## config.mk

```make
export PLATFORM = sky130hd
export DESIGN_NAME = lru_sector_cache_tags
export DESIGN_NICKNAME = d
export VERILOG_FILES = /design/src/design/lsct_pkg.sv /design/src/design/lsct_dpath.sv /design/src/design/lsct_ctrl.sv /design/src/design/lru_sector_cache_tags.sv
export VERILOG_INCLUDE_DIRS = /design/src /design/src/design
export SDC_FILE = /design/constraint.sdc
export NUM_CORES = 2
export LEC_CHECK = 0
export BUFFER_PORTS_ARGS = -buffer_cell sky130_fd_sc_hd__buf_4
export CORE_MARGIN = 3
export CORE_UTILIZATION = 35
export CTS_CLUSTER_DIAMETER = 200
export DETAILED_ROUTE_END_ITERATION = 12
export GPL_TIMING_DRIVEN = 1
export PLACE_DENSITY_LB_ADDON = 0.08
export RECOVER_POWER = 25
export SYNTH_ARGS = -nofsm -noshare
export SYNTH_HDL_FRONTEND = slang
export SYNTH_SLANG_ARGS = --single-unit
```

## constraint.sdc

```tcl
create_clock -name i_clk -period 6 [get_ports i_clk]
set_input_delay 0.6 -clock i_clk [delete_from_list [all_inputs] [get_ports i_clk]]
set_output_delay 0.6 -clock i_clk [all_outputs]
set_load 0.02 [all_outputs]
```

## src/design/lru_sector_cache_tags_assert.svh

```systemverilog
// Assertion macros shared by the sector cache tag controller.
`ifndef LRU_SECTOR_CACHE_TAGS_ASSERT_SVH
`define LRU_SECTOR_CACHE_TAGS_ASSERT_SVH

// Same-cycle implication, checked outside reset.
`define LSCT_ASSERT_NOW(lbl, ante, cons, msg) \
    lbl: assert property (@(posedge i_clk) disable iff (!i_rst_n) (ante) |-> (cons)) \
        else $error(msg);

// Next-cycle implication, checked outside reset.
`define LSCT_ASSERT_NEXT(lbl, ante, cons, msg) \
    lbl: assert property (@(posedge i_clk) disable iff (!i_rst_n) (ante) |=> (cons)) \
        else $error(msg);

`endif

```

## src/design/lsct_pkg.sv

```systemverilog
// ----------------------------------------------------------------------------
// lsct_pkg
// Types and codes shared by the sector cache tag controller modules.
// ----------------------------------------------------------------------------
`default_nettype none

package lsct_pkg;

    localparam int unsigned SectorW = 32;
    localparam int unsigned SlotOutW = 6;

    // Operation codes of an input word
    typedef enum logic [1:0] {
        OP_READ  = 2'd0,
        OP_WRITE = 2'd1,
        OP_FLUSH = 2'd2,
        OP_NONE  = 2'd3
    } t_op;

    // Result kinds
    typedef enum logic [1:0] {
        K_ACCESS = 2'd0,
        K_PREF   = 2'd1,
        K_FLWB   = 2'd2,
        K_FLDONE = 2'd3
    } t_kind;

    typedef struct packed {
        logic [1:0]         operation;
        logic [SectorW-1:0] sector;
        logic [SectorW-1:0] pf_sector;
        logic               next_valid;
    } t_in;

    typedef struct packed {
        logic [1:0]          kind;
        logic [SlotOutW-1:0] slot;
        logic                hit;
        logic                fill_needed;
        logic                writeback_needed;
        logic [SectorW-1:0]  writeback_sector;
        logic                last;
    } t_out;

    // Datapath commands
    typedef enum logic [3:0] {
        DP_NOP,
        DP_LOAD,
        DP_LOAD_NEXT,
        DP_RD_ORD,
        DP_RD_SEC,
        DP_CMP,
        DP_INSTALL,
        DP_EVICT,
        DP_SH_RD,
        DP_SH_WR,
        DP_MRU_WR,
        DP_EMIT,
        DP_INC,
        DP_FL_RD,
        DP_FL_EMIT,
        DP_FL_DONE
    } t_dp_op;

    // Datapath status toward the controller
    typedef struct packed {
        logic used_zero;
        logic full;
        logic match;
        logic scan_end;
        logic touch;
        logic more;
        logic dirty_i;
        logic fl_last;
        logic none_dirty;
    } t_dp_stat;

endpackage

`default_nettype wire

```

## src/design/lsct_dpath.sv

```systemverilog
// ----------------------------------------------------------------------------
// lsct_dpath
// Tag memory, LRU order memory, dirty marks, scan index and result register.
// ----------------------------------------------------------------------------
`default_nettype none

module lsct_dpath #(
    parameter int unsigned NUM_SLOTS = 64
) (
    input  wire logic              i_clk,
    input  wire logic              i_rst_n,
    input  wire lsct_pkg::t_dp_op  i_cmd,
    input  wire lsct_pkg::t_in     i_item,
    output lsct_pkg::t_dp_stat     o_stat,
    output logic                   o_strobe,
    output lsct_pkg::t_out         o_result
);

    localparam int unsigned IW = $clog2(NUM_SLOTS);
    localparam int unsigned UW = $clog2(NUM_SLOTS + 1);
    localparam int unsigned SW = lsct_pkg::SectorW;

    // Memories
    logic [SW-1:0] r_sector [NUM_SLOTS];
    logic [IW-1:0] r_order  [NUM_SLOTS];

    // Control state
    logic [UW-1:0]        r_used;
    logic [NUM_SLOTS-1:0] r_dirty;
    logic                 r_strobe;

    // Working registers
    logic [SW-1:0]   r_key, r_nsec, r_sec_q, r_vic_sec, r_wbs;
    logic [IW-1:0]   r_i, r_ord_q, r_vic_slot, r_res_slot;
    logic            r_nvalid, r_is_wr, r_touch, r_hit, r_wb;
    lsct_pkg::t_kind r_kind;
    lsct_pkg::t_out  r_out;

    logic [IW-1:0]        w_i_p1;
    logic [IW-1:0]        w_used_lo;
    logic [NUM_SLOTS-1:0] w_rest;

    assign w_i_p1    = r_i + IW'(1);
    assign w_used_lo = IW'(r_used);
    assign w_rest    = r_dirty & ~({{(NUM_SLOTS-1){1'b0}}, 1'b1} << r_i);

    // Status
    always_comb begin
        o_stat.used_zero  = (r_used == '0);
        o_stat.full       = (r_used == UW'(NUM_SLOTS));
        o_stat.match      = (r_sec_q == r_key);
        o_stat.scan_end   = ((UW'(r_i) + UW'(1)) == r_used);
        o_stat.touch      = r_touch;
        o_stat.more       = (r_kind == lsct_pkg::K_ACCESS) && r_nvalid;
        o_stat.dirty_i    = r_dirty[r_i];
        o_stat.fl_last    = (w_rest == '0);
        o_stat.none_dirty = (r_dirty == '0);
    end

    // Occupancy, dirty marks and result strobe
    always_ff @(posedge i_clk) begin
        if (!i_rst_n) begin
            r_used   <= '0;
            r_dirty  <= '0;
            r_strobe <= 1'b0;
        end else begin
            r_strobe <= 1'b0;
            unique case (i_cmd)
                lsct_pkg::DP_INSTALL: begin
                    r_used             <= r_used + UW'(1);
                    r_dirty[w_used_lo] <= 1'b0;
                end
                lsct_pkg::DP_EVICT:   r_dirty[r_vic_slot] <= 1'b0;
                lsct_pkg::DP_EMIT: begin
                    r_strobe <= 1'b1;
                    if (r_kind == lsct_pkg::K_ACCESS && r_is_wr) begin
                        r_dirty[r_res_slot] <= 1'b1;
                    end
                end
                lsct_pkg::DP_FL_EMIT: begin
                    r_strobe     <= 1'b1;
                    r_dirty[r_i] <= 1'b0;
                end
                lsct_pkg::DP_FL_DONE: r_strobe <= 1'b1;
                default: ;
            endcase
        end
    end

    // Memories and working registers
    always_ff @(posedge i_clk) begin
        unique case (i_cmd)
            lsct_pkg::DP_LOAD: begin
                r_key    <= i_item.sector;
                r_nsec   <= i_item.pf_sector;
                r_nvalid <= i_item.next_valid;
                r_is_wr  <= (i_item.operation == lsct_pkg::OP_WRITE);
                r_touch  <= 1'b1;
                r_kind   <= lsct_pkg::K_ACCESS;
                r_i      <= '0;
                r_hit    <= 1'b0;
                r_wb     <= 1'b0;
                r_wbs    <= '0;
            end
            lsct_pkg::DP_LOAD_NEXT: begin
                r_key   <= r_nsec;
                r_touch <= 1'b0;
                r_kind  <= lsct_pkg::K_PREF;
                r_i     <= '0;
                r_hit   <= 1'b0;
                r_wb    <= 1'b0;
                r_wbs   <= '0;
            end
            lsct_pkg::DP_RD_ORD: r_ord_q <= r_order[r_i];
            lsct_pkg::DP_RD_SEC: r_sec_q <= r_sector[r_ord_q];
            lsct_pkg::DP_CMP: begin
                // LRU end doubles as the eviction candidate
                if (r_i == '0) begin
                    r_vic_slot <= r_ord_q;
                    r_vic_sec  <= r_sec_q;
                end
                if (r_sec_q == r_key) begin
                    r_hit      <= 1'b1;
                    r_res_slot <= r_ord_q;
                end else begin
                    r_i <= w_i_p1;
                end
            end
            lsct_pkg::DP_INSTALL: begin
                r_order[w_used_lo]  <= w_used_lo;
                r_sector[w_used_lo] <= r_key;
                r_res_slot          <= w_used_lo;
            end
            lsct_pkg::DP_EVICT: begin
                r_sector[r_vic_slot] <= r_key;
                r_res_slot           <= r_vic_slot;
                r_wb                 <= r_dirty[r_vic_slot];
                r_wbs                <= r_dirty[r_vic_slot] ? r_vic_sec : '0;
                r_i                  <= '0;
            end
            lsct_pkg::DP_SH_RD:  r_ord_q <= r_order[w_i_p1];
            lsct_pkg::DP_SH_WR: begin
                r_order[r_i] <= r_ord_q;
                r_i          <= w_i_p1;
            end
            lsct_pkg::DP_MRU_WR: r_order[r_i] <= r_res_slot;
            lsct_pkg::DP_EMIT: begin
                r_out.kind             <= r_kind;
                r_out.slot             <= lsct_pkg::SlotOutW'(r_res_slot);
                r_out.hit              <= r_hit;
                r_out.fill_needed      <= !r_hit;
                r_out.writeback_needed <= r_wb;
                r_out.writeback_sector <= r_wbs;
                r_out.last             <= (r_kind == lsct_pkg::K_PREF) || !r_nvalid;
            end
            lsct_pkg::DP_INC:   r_i     <= w_i_p1;
            lsct_pkg::DP_FL_RD: r_sec_q <= r_sector[r_i];
            lsct_pkg::DP_FL_EMIT: begin
                r_out.kind             <= lsct_pkg::K_FLWB;
                r_out.slot             <= lsct_pkg::SlotOutW'(r_i);
                r_out.hit              <= 1'b0;
                r_out.fill_needed      <= 1'b0;
                r_out.writeback_needed <= 1'b1;
                r_out.writeback_sector <= r_sec_q;
                r_out.last             <= (w_rest == '0);
                r_i                    <= w_i_p1;
            end
            lsct_pkg::DP_FL_DONE: begin
                r_out.kind             <= lsct_pkg::K_FLDONE;
                r_out.slot             <= '0;
                r_out.hit              <= 1'b0;
                r_out.fill_needed      <= 1'b0;
                r_out.writeback_needed <= 1'b0;
                r_out.writeback_sector <= '0;
                r_out.last             <= 1'b1;
            end
            default: ;
        endcase
    end

    assign o_strobe = r_strobe;
    assign o_result = r_out;

endmodule

`default_nettype wire

```

## src/design/lsct_ctrl.sv

```systemverilog
// ----------------------------------------------------------------------------
// lsct_ctrl
// Sequencer: lookup scan, install or evict, LRU shift, result, flush walk.
// ----------------------------------------------------------------------------
`default_nettype none

module lsct_ctrl (
    input  wire logic               i_clk,
    input  wire logic               i_rst_n,
    input  wire logic               i_start,
    input  wire logic [1:0]         i_op,
    input  wire lsct_pkg::t_dp_stat i_stat,
    output lsct_pkg::t_dp_op        o_cmd,
    output logic                    o_busy
);

    typedef enum logic [3:0] {
        S_IDLE, S_BEGIN, S_ORD, S_SEC, S_CMP, S_INSTALL, S_EVICT,
        S_SH_CHK, S_SH_RD, S_SH_WR, S_MRU, S_EMIT, S_NEXT,
        S_FL_CHK, S_FL_RD, S_FL_EMIT
    } t_state;

    t_state r_state;
    t_state n_state;
    logic   w_flush;

    assign w_flush = (i_op == lsct_pkg::OP_FLUSH);

    // Command and next state
    always_comb begin
        o_cmd   = lsct_pkg::DP_NOP;
        n_state = r_state;
        unique case (r_state)
            S_IDLE: begin
                if (i_start) begin
                    if (w_flush) begin
                        o_cmd   = i_stat.none_dirty ? lsct_pkg::DP_FL_DONE
                                                    : lsct_pkg::DP_LOAD;
                        n_state = i_stat.none_dirty ? S_IDLE : S_FL_CHK;
                    end else if (i_op != lsct_pkg::OP_NONE) begin
                        o_cmd   = lsct_pkg::DP_LOAD;
                        n_state = S_BEGIN;
                    end
                end
            end
            S_BEGIN:   n_state = i_stat.used_zero ? S_INSTALL : S_ORD;
            S_ORD: begin
                o_cmd   = lsct_pkg::DP_RD_ORD;
                n_state = S_SEC;
            end
            S_SEC: begin
                o_cmd   = lsct_pkg::DP_RD_SEC;
                n_state = S_CMP;
            end
            S_CMP: begin
                o_cmd = lsct_pkg::DP_CMP;
                priority if (i_stat.match) n_state = i_stat.touch ? S_SH_CHK : S_EMIT;
                else if (!i_stat.scan_end) n_state = S_ORD;
                else if (i_stat.full)      n_state = S_EVICT;
                else                       n_state = S_INSTALL;
            end
            S_INSTALL: begin
                o_cmd   = lsct_pkg::DP_INSTALL;
                n_state = S_EMIT;
            end
            S_EVICT: begin
                o_cmd   = lsct_pkg::DP_EVICT;
                n_state = S_SH_CHK;
            end
            S_SH_CHK:  n_state = i_stat.scan_end ? S_MRU : S_SH_RD;
            S_SH_RD: begin
                o_cmd   = lsct_pkg::DP_SH_RD;
                n_state = S_SH_WR;
            end
            S_SH_WR: begin
                o_cmd   = lsct_pkg::DP_SH_WR;
                n_state = S_SH_CHK;
            end
            S_MRU: begin
                o_cmd   = lsct_pkg::DP_MRU_WR;
                n_state = S_EMIT;
            end
            S_EMIT: begin
                o_cmd   = lsct_pkg::DP_EMIT;
                n_state = i_stat.more ? S_NEXT : S_IDLE;
            end
            S_NEXT: begin
                o_cmd   = lsct_pkg::DP_LOAD_NEXT;
                n_state = S_BEGIN;
            end
            // Flush walk over the dirty marks
            S_FL_CHK: begin
                o_cmd   = i_stat.dirty_i ? lsct_pkg::DP_NOP : lsct_pkg::DP_INC;
                n_state = i_stat.dirty_i ? S_FL_RD : S_FL_CHK;
            end
            S_FL_RD: begin
                o_cmd   = lsct_pkg::DP_FL_RD;
                n_state = S_FL_EMIT;
            end
            S_FL_EMIT: begin
                o_cmd   = lsct_pkg::DP_FL_EMIT;
                n_state = i_stat.fl_last ? S_IDLE : S_FL_CHK;
            end
            default: n_state = S_IDLE;
        endcase
    end

    // State register
    always_ff @(posedge i_clk) begin
        if (!i_rst_n) begin
            r_state <= S_IDLE;
        end else begin
            r_state <= n_state;
        end
    end

    assign o_busy = (r_state != S_IDLE);

endmodule

`default_nettype wire

```

## src/design/lru_sector_cache_tags.sv

```systemverilog
// ----------------------------------------------------------------------------
// lru_sector_cache_tags
// Tag, dirty and LRU controller of a fully associative disk-sector cache.
// ----------------------------------------------------------------------------
// A word is taken when i_start is high and o_busy is low; o_busy is then high
// from the next cycle and goes low in the cycle in which its last result is
// shown (an empty flush and the unused code never raise it). Each result appears
// for one cycle with o_strobe and cannot be held off. An access reads the LRU
// order entry, then the tag, then compares, for each slot in the lookup scan
// (tag and LRU order memories are read one entry a step), then shifts each LRU
// position after the slot when it moves to the MRU end; a prefetch repeats the
// lookup. A flush steps past each clean slot and reads and emits each dirty slot
// up to the last dirty one; a flush with nothing dirty answers at once.
`default_nettype none

module lru_sector_cache_tags #(
    parameter int unsigned NUM_SLOTS = 64
) (
    input  wire logic           i_clk,
    input  wire logic           i_rst_n,
    input  wire logic           i_start,
    input  wire lsct_pkg::t_in  i_item,
    output logic                o_busy,
    output logic                o_strobe,
    output lsct_pkg::t_out      o_result
);

`include "lru_sector_cache_tags_assert.svh"

    lsct_pkg::t_dp_op   w_cmd;
    lsct_pkg::t_dp_stat w_stat;
    logic               w_acc_res;
    logic               w_acc_start;

    lsct_ctrl u_ctrl (
        .i_clk   (i_clk),
        .i_rst_n (i_rst_n),
        .i_start (i_start),
        .i_op    (i_item.operation),
        .i_stat  (w_stat),
        .o_cmd   (w_cmd),
        .o_busy  (o_busy)
    );

    lsct_dpath #(
        .NUM_SLOTS (NUM_SLOTS)
    ) u_dpath (
        .i_clk    (i_clk),
        .i_rst_n  (i_rst_n),
        .i_cmd    (w_cmd),
        .i_item   (i_item),
        .o_stat   (w_stat),
        .o_strobe (o_strobe),
        .o_result (o_result)
    );

    // Checks
    assign w_acc_res   = o_strobe && (o_result.kind == lsct_pkg::K_ACCESS ||
                                      o_result.kind == lsct_pkg::K_PREF);
    assign w_acc_start = i_start && !o_busy && (i_item.operation == lsct_pkg::OP_READ ||
                                                i_item.operation == lsct_pkg::OP_WRITE);

    `LSCT_ASSERT_NOW(a_res_busy, w_acc_res, $past(o_busy), "access result without work")
    `LSCT_ASSERT_NEXT(a_acc_busy, w_acc_start, o_busy, "access not started")
    `LSCT_ASSERT_NOW(a_idle_last, o_strobe && !o_busy, o_result.last, "idle after a non-last result")

endmodule

`default_nettype wire
```

# Word level (Yosys, flattened, before mapping)
# Memories as Yosys holds them, arrays and structs flattened. A register that Yosys moved wholly into a read port is not among the register bits.
# Index checks and enable logic that the tools add are counted.
dict set report op_classes {
  eq_ne 42
  mux 68
  addsub 3
  reduce_logical 39
  shifts 1
  magnitude_cmp 8
  bitwise 10
}
# cell count
set ops {}
lappend ops {{64-bit bitwise AND} 4}
lappend ops {{64-bit inverter} 4}
lappend ops {{64-bit case mux with 4 select lines} 1}
lappend ops {{32-bit case mux with 2 select lines} 3}
lappend ops {{44-bit case mux with 3 select lines} 1}
lappend ops {{64-bit zero test} 2}
lappend ops {{4-bit case mux with 14 select lines} 2}
lappend ops {{4-bit equality test, second input constant} 16}
lappend ops {{32-bit two-way mux} 2}
lappend ops {{64-bit two-way mux} 1}
lappend ops {{64-bit OR} 1}
lappend ops {{1-bit by 6-bit left shift with 64-bit output, first input constant} 1}
lappend ops {{6-bit two-way mux} 9}
lappend ops {{4-bit two-way mux} 13}
lappend ops {{6-bit case mux with 3 select lines} 2}
lappend ops {{32-bit equality test} 1}
lappend ops {{4-bit by 3-bit equality test with 1-bit output, second input constant} 8}
lappend ops {{32-bit OR reduction} 1}
lappend ops {{6-bit by 7-bit < comparator with 1-bit output, second input constant} 4}
lappend ops {{1-bit demux with 6-bit select} 4}
lappend ops {{6-bit by 1-bit >= comparator with 1-bit output, second input constant} 4}
lappend ops {{1-bit two-way mux} 19}
lappend ops {{4-bit by 2-bit equality test with 1-bit output, second input constant} 4}
lappend ops {{1-bit binary-select mux with 6-bit select} 2}
lappend ops {{31 further kinds} 62}
dict set report totals {
  ramBits 2432
  word_cells 199
  register_bits 311
  inputBits 70
  out_inout_bits 46
  n_memories 2
}
# name depth width read_ports rd_ports_with_merged_regs wr line_no
set mem_list {}
lappend mem_list {u_dpath.r_sector 64 32 2 2 1 lsct_dpath.sv:24} ;# logic [SW-1:0] r_sector [NUM_SLOTS];
lappend mem_list {u_dpath.r_order 64 6 2 1 1 lsct_dpath.sv:25} ;# logic [IW-1:0] r_order [NUM_SLOTS];

# Depth between registers and ports, before layout
dict set report logic_depth {
  depth_word 11
  depth_mapped 14
  mapped_depth_nobuf 9
}

# By module
# Synthesis repeated with hierarchy kept, for this count alone.
dict set report unflattened {
  hier_cells 6805
  hier_area_um2 128972.4
}
# module cells_per_inst n_inst seq_area_each_um2 area_each_um2
set modules_own_cells {}
lappend modules_own_cells {lsct_dpath 6727 1 81738.4 128426.9}
lappend modules_own_cells {lsct_ctrl 78 1 80.1 545.5}

# Least setup slack after synthesis
# No wires, ideal clock.
dict set report synth_path {
  kind {flip-flop to flip-flop}
  start {register u_dpath.r_i[0]}
  end {register u_dpath.r_ord_q[5] (data pin)}
  setup_ns 0.281
  path_stages_with_launch 14
  arrival_ns 3.881
  path_slack_ns 1.838
  path_cell_list {edfxtp_1 buf_2 buf_2 buf_2 clkinv_1 ha_1 clkbuf_1 buf_2 clkbuf_1 mux4_2 mux4_2 mux4_2 nand2_1 o21ai_0}
}
dict set report synth_between {
  elab_chain_cells 6
}
# item line_no
set synth_rtl {}
lappend synth_rtl {{start: declaration} lsct_dpath.sv:34} ;# logic [IW-1:0] r_i, r_ord_q, r_vic_slot, r_res_slot;
lappend synth_rtl {{start signal: assignment} lsct_dpath.sv:126} ;# r_i <= w_i_p1;
lappend synth_rtl {{start signal: assignment} lsct_dpath.sv:144} ;# r_i <= w_i_p1;
lappend synth_rtl {{start signal: assignment} lsct_dpath.sv:156} ;# lsct_pkg::DP_INC: r_i <= w_i_p1;
lappend synth_rtl {{1-bit binary-select mux with 6-bit select} lsct_dpath.sv:55} ;# o_stat.dirty_i = r_dirty[r_i];
lappend synth_rtl {{1-bit two-way mux (implied by the code)} lsct_dpath.sv:55}
lappend synth_rtl {{4-bit two-way mux} lsct_ctrl.sv:93} ;# o_cmd = i_stat.dirty_i ? lsct_pkg::DP_NOP : lsct_pkg::DP_INC;
lappend synth_rtl {{4-bit case mux with 14 select lines} lsct_ctrl.sv:33} ;# unique case (r_state)
lappend synth_rtl {{4-bit equality test / 4-bit by 2-bit equality test with 1-bit output (equally long branches)} lsct_dpath.sv:92} ;# unique case (i_cmd)
lappend synth_rtl {{6-bit case mux with 2 select lines *} lsct_dpath.sv:92}
lappend synth_rtl {{end signal: assignment} lsct_dpath.sv:114} ;# lsct_pkg::DP_RD_ORD: r_ord_q <= r_order[r_i];
lappend synth_rtl {{end signal: assignment} lsct_dpath.sv:141} ;# lsct_pkg::DP_SH_RD: r_ord_q <= r_order[w_i_p1];
lappend synth_rtl {{end: declaration} lsct_dpath.sv:34}
# Mark *: on every way between the ends. The rest lies on a longest branch, timed or not. The select of a mux whose other input is x is not followed.
# A chain may end at the register's enable or synchronous reset.

# Final worst setup path
dict set report layout_path {
  start {register u_ctrl.r_state[0]}
  end {memory u_dpath.r_sector[4][22] (netlist name), enable pin}
}
dict set report layout_between {
  elab_chain_cells 7
}
# item line_no
set layout_rtl {}
lappend layout_rtl {{start: declaration} lsct_ctrl.sv:23} ;# t_state r_state;
lappend layout_rtl {{start signal: assignment} lsct_ctrl.sv:113} ;# r_state <= n_state;
lappend layout_rtl {{4-bit equality test (tied with other cells)} lsct_ctrl.sv:33}
lappend layout_rtl {{4-bit case mux with 14 select lines *} lsct_ctrl.sv:33}
lappend layout_rtl {{4-bit by 3-bit equality test with 1-bit output} lsct_dpath.sv:92}
lappend layout_rtl {{1-bit two-way mux} lsct_dpath.sv:92}
lappend layout_rtl {{1-bit two-way mux (implied by the code)} lsct_dpath.sv:135} ;# r_sector[r_vic_slot] <= r_key;
lappend layout_rtl {{32-bit OR reduction (no line)} n/a}
lappend layout_rtl {{6-bit two-way mux (no line) / 1-bit two-way mux (equally long branches)} n/a}
lappend layout_rtl {{end: declaration} lsct_dpath.sv:24}
# Mark *: on every way between the ends. The rest lies on a longest branch, timed or not.

==> impl_metrics.yaml <==
status:
  status: "complete, but fails checks"
  failed_checks: "capacitance limit, slew limit"
synth:
  synth_compound_area_share_pct: 2.543
  async_flop_share_pct: 0
  synth_top_area_share_pct: 62.07
  synth.most_common_cell: "edfxtp_1"
  ys_ff_latch: 2754
  synth_cells: 6490
  ys_types: 71
  post_synth_xor_area_fraction_pct: 0.3298
  yosys-top-cells-area: "edfxtp_1, mux4_2, dfxtp_1, o21ai_0, nor2_1"
  synth.net_count: 6568
  synth-edff-count: 2666
  synthMuxAreaShare_pct: 28.65
  synth-simple-area-share_pct: 3.184
  yosysSeqAreaShare_pct: 63.43
  synth_top_cells_by_count: "edfxtp_1, mux4_2, nor2_1, o21ai_0, clkbuf_1"
  synthAdderAreaFrac_pct: 0.07760
  yosys_warnings: 0
  yosys.area.top_type: "edfxtp_1"
  syn_avg_cell_area_um2: 19.87
  syn_area_mm2: 0.1290
  synth_top_family_by_area: "multiplexers"
  synthFlopType: "edfxtp_1"
sta:
  rsz0062_at_grt: "no"
  skew_ns: 0.04349
  fmax_mhz: 208.5
  slew_headroom_pct: -144.8
  fin_hold_ws_ns: 0.09722
  final-hold-violation-count: 0
  layout_min_cycle_time_ns: 4.795
  worst_pin_slew_ns: 3.672
  setup_violations: 0
  drv_slew: 1380
  fin_tns_setup_ns: 0
  fin_crit_sh_pct: 79.92
global_routing:
  track_usage_pct: 25.50
  antenna_found_initial: 40
  grt_overflow: 0
  grt_pass1_wl_um: 656700
  grt_pass1_vias: 74150
  grt_max_degree: 112
power:
  pwr-share-clk_pct: 43.6
  power_density_mw_per_mm2: 296.0
  combPwrFrac_pct: 7.8
  power.internal_mw: 33.64
  finalPower_mw: 43.80
  p_sw_share_pct: 23.19
  power_switching_mw: 10.16
  pwr-share-seq_pct: 48.6
  p_leak_nw: 44.33
  peakVddDrop_mv: 0.2101
setup_path:
  cpMostUsedCell: "buf_4"
  crit_slowest_cell: "o31ai_1"
  crit_type: "register to register"
  required_ns: 6.57
  critPathMaxFanout: 22
  arrival_ns: 5.37
  cpPeakStageDelay_ns: 0.86
  timing.critical_path.cells: "buf_4, nor2b_1, nand2_1, buf_4, o31ai_1, nand3_1, nor2_4, buf_12"
  critPathLaunchType: "register"
  crit_path_end_kind: "register"
final_layout:
  regArea_mm2: 0.08186
  final_net_count: 6865
  fillers: 32340
  drive_gt1_share_pct: 37.15
  syn_to_final_growth_pct: 14.73
  multi_input_comb_area_mm2: 0.04556
floorplan:
  core_area_mm2: 0.3664
  initial_core_util_pct: 35.21
  num_rows: 222
  die_h_um: 613.1
  dieArea_mm2: 0.3758
  ios: 116
  die_x_um: 613.1
placement:
  io_buffer_count: 115
  dp_hpwl_um: 305700
  place_congestion: 0.9113
detailed_routing:
  route.detailed.drc: 0
  totalWireLength_um: 482800
  vias_per_cell: 6.276
  num_vias: 74440
  drt_iter0_drc: 9699
  first_pass_iters: 6
  avgRoutedWirePerCell_um: 40.70
  ant_nets: 0
clocking:
  cts_sinks: 2754
  cts.path.max_buffers: 4
  clock_latency_ns: 0.93
  cts_made_buffers: 318
  root_buffer: "clkbuf_16"
  clkSlewWorstSetupHoldPaths_ns: 0.07
  cts_tree: "done"
  cts_htree_levels: 5
  cts_resized: 0
min_path:
  min_path_type: "input port to register"
run:
  maxCapViolCount: 23
==> sequential cells by signal (all words and copies together) (netlist names), 6 cells and up, named ones only <==
name,count
u_dpath.r_vic_sec,32
u_dpath.r_used,7
u_dpath.r_nsec,32
u_dpath.r_sec_q,32
u_dpath.r_res_slot,6
u_dpath.r_ord_q,6
u_dpath.r_wbs,32
u_dpath.r_i,6
u_dpath.r_dirty,64
u_dpath.r_vic_slot,6
u_dpath.r_order,384
u_dpath.o_result,44
u_dpath.r_key,32
u_dpath.r_sector,2048
==> cell usage in the layout (no fill, tap or decap), types with 15 or more instances in the layout <==
cell / n
a21oi_1: 152
edfxtp_1: 2666
clkbuf_4: 31
mux2i_1: 71
buf_4: 298
nand3_1: 84
mux4_2: 1573
clkbuf_16: 327
nor3_1: 75
nand2b_1: 28
nand2_1: 239
clkinv_1: 65
xnor2_1: 43
dlygate4sd3_1: 49
buf_12: 68
o21ai_1: 25
nor2_1: 188
o21ai_0: 254
nand3b_1: 15
nor4_1: 24
nor2b_1: 16
mux2_2: 73
o22ai_1: 26
nor2_4: 67
clkbuf_1: 93
bufinv_16: 24
and2_1: 43
clkinv_2: 55
dfxtp_1: 76
o31ai_1: 15
nand4_1: 32
==> cell families (layout without fill, tap and decap cells) <==
family,Yosys count,in the layout
multiplexers,1717,1717
other,0,9
flip-flops,2754,2754
AO/OA/AOI/OAI,580,580
buffers and inverters,511,1057
AND/OR/NAND/NOR,873,873
XOR/XNOR,47,47
adder cells (fa/ha/maj),8,8
==> final timing paths <==
kind,end,depth (start not counted),slack (ns),from
worst max-delay path,u_dpath.r_sector[4][22]$_DFFE_PP_,8,1.20,u_ctrl.r_state[0]$_SDFFE_PN0P_
worst min register to register,u_dpath.r_vic_sec[10]$_DFFE_PP_,0,0.51,u_dpath.r_sec_q[10]$_DFFE_PP_
worst min-delay path,u_dpath.o_strobe$_SDFF_PN0_,2,0.1,i_rst_n
worst max register to register,u_dpath.r_sector[4][22]$_DFFE_PP_,8,1.20,u_ctrl.r_state[0]$_SDFFE_PN0P_
==> layer usage <==
metal	global-route usage [%]	up-vias	part of all wire, %
li1	-	28650	-
met4	7.396	2	3.3
met1	36.59	41410	42
met2	39.94	3655	47
met3	4.344	719	7.6
met5	0	-	0.0027
==> per-stage QoR <==
stage                     cells  util [%]  worst slack, ns  instance area [um2]
after floorplan            6490         -            1.838               129000
after global placement    11230     37.54            1.231               137500
after detailed placement  11230     37.54            1.331               137500
after CTS                 11850     40.41            1.314               148100
after global routing      11850     40.39            1.060               148000
final                     11860     40.39            1.205               148000
==> timing repair <==
item,CTS,global route
endpoints found under the hold margin,48,0
buffers inserted,0,0
hold buffers,49,0
==> worst max-delay path: cells and delay by family (launching register included) <==
kind	cells	cell delay, ns
flops	1	0.46
compound gates	1	0.86
buf+inv	3	0.89
simple gates	4	2.17
==> power groups by stage <==
stage                     Combinational [mW]  Sequential, mW  Clock, mW
after floorplan                         2.06            21.7          0
after global placement                  3.43            21.7          0
after detailed placement                3.42            21.7          0
after CTS                               3.46            21.3       19.5
after global routing                    3.57            21.3       20.2
final                                   3.42            21.3       19.1
==> cell type report <==
cell class / instances / share of cell area [%]
Sequential cell: 2754 / 55.32
Multi-Input combinational cell: 3225 / 30.79
Clock buffer: 394 / 5.713
Tap cell: 4816 / 4.072
Timing Repair Buffer: 474 / 2.991
Clock inverter: 175 / 1.066
Inverter: 14 / 0.03636
Antenna cell: 9 / 0.01522
(Power assumes the default switching activity.)
